[src/rtl/elpc_pkg.sv]
// Package: shared types, constants and status codes for the expiring probe cache.
package elpc_pkg;

  localparam int unsigned IndexBitsDefault = 8;
  localparam logic [31:0] LifetimeReset = 32'd3600;

  typedef enum logic [2:0] {
    ST_HIT      = 3'd0,
    ST_MISS     = 3'd1,
    ST_EXPIRED  = 3'd2,
    ST_SAVED    = 3'd3,
    ST_FULL     = 3'd4,
    ST_DISABLED = 3'd5
  } status_t;

  typedef enum logic [3:0] {
    S_IDLE,
    S_LREAD,
    S_LCHK,
    S_DEL_RD,
    S_DEL_CHK,
    S_SREAD,
    S_SCHK,
    S_DONE
  } state_t;

  localparam logic [0:0] CMD_LOOKUP = 1'b0;
  localparam logic [0:0] CMD_SAVE   = 1'b1;

  localparam logic REG_ENABLE   = 1'b0;
  localparam logic REG_LIFETIME = 1'b1;

  // Table entry as stored in the slot memory.
  typedef struct packed {
    logic [63:0] key_lo;
    logic [63:0] key_hi;
    logic [31:0] value;
    logic [31:0] stamp;
  } entry_t;

endpackage

[src/rtl/elpc_regs.sv]
// Configuration registers on an APB-style port.
module elpc_regs (
  input  logic        clk,
  input  logic        rst_n,
  input  logic        cfg_psel,
  input  logic        cfg_penable,
  input  logic        cfg_pwrite,
  input  logic [2:0]  cfg_paddr,
  input  logic [31:0] cfg_pwdata,
  output logic [31:0] cfg_prdata,
  output logic        cfg_pready,
  output logic        enable_o,
  output logic [31:0] lifetime_o
);
  import elpc_pkg::*;

  logic        enable_r, enable_nxt;
  logic [31:0] lifetime_r, lifetime_nxt;
  logic        wr;
  logic        sel;

  assign cfg_pready = 1'b1;
  assign wr  = cfg_psel & cfg_penable & cfg_pwrite;
  assign sel = cfg_paddr[2];

  // Register write decode.
  always_comb begin
    enable_nxt   = enable_r;
    lifetime_nxt = lifetime_r;
    if (wr && cfg_paddr[1:0] == 2'b00) begin
      unique case (sel)
        REG_ENABLE:   enable_nxt   = cfg_pwdata[0];
        REG_LIFETIME: lifetime_nxt = cfg_pwdata;
        default: ;
      endcase
    end
  end

  always_ff @(posedge clk) begin
    if (!rst_n) begin
      enable_r   <= 1'b0;
      lifetime_r <= LifetimeReset;
    end else begin
      enable_r   <= enable_nxt;
      lifetime_r <= lifetime_nxt;
    end
  end

  // Read back.
  always_comb begin
    unique case (sel)
      REG_ENABLE:   cfg_prdata = {31'd0, enable_r};
      REG_LIFETIME: cfg_prdata = lifetime_r;
      default:      cfg_prdata = 32'd0;
    endcase
  end

  assign enable_o   = enable_r;
  assign lifetime_o = lifetime_r;
endmodule

[config.mk]
export PLATFORM = sky130hd
export DESIGN_NAME = elpc_regs
export DESIGN_NICKNAME = d
export VERILOG_FILES = /design/src/rtl/elpc_pkg.sv /design/src/rtl/elpc_regs.sv
export SDC_FILE = /design/constraint.sdc
export NUM_CORES = 1
export LEC_CHECK = 0
export BUFFER_PORTS_ARGS = -buffer_cell sky130_fd_sc_hd__buf_4
export CORE_ASPECT_RATIO = 0.9
export CORE_MARGIN = 8
export CORE_UTILIZATION = 30
export DETAILED_ROUTE_END_ITERATION = 10
export GPL_TIMING_DRIVEN = 0
export PLACE_DENSITY = 0.69
export RECOVER_POWER = 25
export REMOVE_ABC_BUFFERS = 1
export SLEW_MARGIN = 20
export SYNTH_ARGS = -nofsm -noshare
export SYNTH_HDL_FRONTEND = slang
export SYNTH_SLANG_ARGS = --single-unit
[constraint.sdc]
create_clock -name clk -period 1.3 [get_ports clk]
set_input_delay 0.26 -clock clk [delete_from_list [all_inputs] [get_ports clk]]
set_output_delay 0.26 -clock clk [all_outputs]
set_load 0.01 [all_outputs]
==> metrics.md <==
| Metric | Value |
|---|---|
| Hold Crit Class | input pin to register |
| Routed len/inst | 12.8 um |
| Synth Area per Inst | 8.75 um^2 |
| Slew Limit Fails | 0 |
| Pwr Total | 1.99 mW |
| Outcome | finished clean |
| Synth top cells by count | nand2_1, dfxtp_1, mux2i_1 |
| Crit path kind | register to output pin |
| Via density | 4.37 |
| Worst-skew pair later-pin latency | 0.27 ns |
| Root Buffer | clkbuf_8 |
| R2r setup slk | 0.65 ns |
| Final WL | 4.48 mm |
| Core Util, Final | 47.4% |
| Die height | 84.9 um |
| Synth area leaders | dfxtp_1, mux2i_1, nand2_1 |
| Fin. Hold Viols | 0 |
| Final Wtd Congestion | 0.699 |
| Pleak | 1.08 nW |
| Seq cells post-synth | 33 |
| First drt pass iteration count | 4 |
| Residual DRC | 0 |
| Mapped Cells | 181 |
| Final worst path period share | 96.4% |
| CP max FO | 3 |
| Core area | 0.00516 mm^2 |
| Setup WS post-layout | 0.0467 ns |
| First-pass GRT wire length | 7.14 mm |
| Worst VDD drop | 453 uV |
| Non-filler cells, final | 351 |
| Fmax | 798 MHz |
| Port Buffers | 104 |
| Hold buffers post-CTS | 0 |
| FF-to-FF path depth | 2 |
| Top cell type's share of synthesized area | 41.7% |
| Setup crit end kind | output pin |
| Die area | 0.00786 mm^2 |
| H-tree levels | 2 |
| RSZ-0062 raised after global routing | no |
| Grt ovf | 0 |
| Async set or reset register ratio after synthesis | 0% |
| Final setup vio count | 0 |
| Post-route antenna net violation count | 0 |
| CP Launch Point | lifetime_o[0] |
| Syn-to-layout area delta | 54.5% |
| Worst path arrival time | 0.99 ns |
| Most common cell in the netlist | nand2_1 |
| Sink Count | 33 |
| DRT iter0 DRCs | 34 |
| Share of layout cells above drive strength 1 | 36.6% |
| Worst path required time | 1.04 ns |
| Sequential element share of the synthesized area | 41.7% |
| Post-place instance area | 0.00240 mm^2 |
| CTS tree | built |
| Clock Skews | 0 ns |
| Pwr per Cell Area | 813 mW/mm^2 |
| Headroom to the max-slew limit | 58.6% |
| Yosys warning total | 0 |
| CTS max path bufs | 2 |
| Initial antenna violation count | 0 |
| FP Rows | 25 |
| CTS clk-pin slew, worst paths | 0.06 ns |
| Post-route cell area | 0.00245 mm^2 |
| Yosys top cell by area | dfxtp_1 |
| Starting density of the core | 30.7% |
| Startpoint Class | register |
| Post-synth EDFFs | 0 |
| Ports | 106 |
| GRT Overall Usage | 11.0% |
| Primary FF master, synth | dfxtp_1 |
| R2r startpoint | lifetime_o[3] |
| Antenna diode count | 0 |
| Post-place setup slack | -0.667 ns |
| Netlist cell types | 14 |
| Final #Nets | 324 |
| Max Cap Violations | 0 |
| Routed vias | 1535 |
| R2R Path End | lifetime_o[3] |
| Largest net degree at the start of global routing | 66 |
| Die X | 92.6 um |
| End point of the critical path | cfg_prdata[0] |
| Inst Count DP | 341 |
| Fin crit period | 1.25 ns |
| Slew @ Worst Pin | 0.621 ns |
| Mapped Area | 0.00158 mm^2 |
| Vias in the first global route | 1524 |
| DP Wirelength | 3.44 mm |
| CTS Buf Count | 5 |
==> worst min path at each step <==
stage	from	end	slack [ns]	cells past startpoint
global placement	lifetime_o[24]	lifetime_o[24]	0.45	2
finish	cfg_pwdata[20]	lifetime_o[20]	0.24	3
floorplan	cfg_pwdata[12]	lifetime_o[12]	0.40	2
detailed placement	lifetime_o[19]	lifetime_o[19]	0.46	2
CTS	cfg_pwdata[2]	lifetime_o[2]	0.23	3
global route	cfg_pwdata[23]	lifetime_o[23]	0.22	3
==> repair_timing <==
item / CTS / global route
buffers inserted: 3 / 0
endpoints found under the setup margin: 27 / 0
hold endpoints to repair: 0 / 0
resized for setup: 1 / 0
==> routing by layer <==
layer	vias to the layer above	track usage, %	wire (um)
met4	0	3.65	48
met2	68	17.4	1980
li1	775	-	-
met5	-	0	0
met1	684	12.1	1890
met3	8	6.17	558
==> cell type report <==
| type | instances | area (um^2) |
|---|---|---|
| fillers | 527 | 2710 |
| multi-input cells | 134 | 836 |
| repair buffers | 110 | 781 |
| flip-flops and latches | 33 | 661 |
| clock buffers | 7 | 86.3 |
| well taps | 67 | 83.8 |
==> through the flow <==
step,TNS (ns),hold WS (ns)
6_report,0,0.236
3_5_place_dp,-15.54,0.461
5_1_grt,0,0.223
2_1_floorplan,-30.15,0.402
3_3_place_gp,-54.35,0.453
4_1_cts,0,0.225
==> critical path, cell delays in order (launching register included) <==
cell and delay [ns]:
dfxtp_1 0.32, mux2_2 0.26, buf_4 0.14
==> flip-flops by register name, summed over array words and instances (netlist names) <==
name and count:
lifetime_o 32, enable_o 1
==> cell families after synthesis <==
group,share of synthesized area (%)
flip-flops,41.7
AND/OR/NAND/NOR,31.5
multiplexers,21.6
other,0.237
buffers and inverters,4.98
==> placed cells by master (no fill, tap or decap) <==
| master | synthesis | routed |
|---|---|---|
| and2_1 | 30 | 30 |
| conb_1 | 1 | 1 |
| buf_6 | 3 | 4 |
| mux2_2 | 1 | 1 |
| nor4_1 | 1 | 1 |
| nor2b_1 | 8 | 8 |
| nand3_2 | 1 | 1 |
| clkbuf_4 | 0 | 1 |
| clkbuf_8 | 0 | 6 |
| dfxtp_1 | 33 | 33 |
| buf_4 | 1 | 89 |
| nand2_1 | 57 | 57 |
| nor4b_2 | 0 | 1 |
| clkbuf_1 | 10 | 17 |
| and2_2 | 1 | 1 |
| mux2i_1 | 33 | 33 |
==> power breakdown <==
group	leakage [nW]	total, mW	switching, mW	internal (mW)
clock	0.0443	0.744	0.325	0.419
combinational	0.766	0.221	0.0969	0.124
sequential	0.266	1.02	0.00514	1.02
total	1.08	1.99	0.427	1.56
No activity file was read; power rests on OpenSTA's default activity.
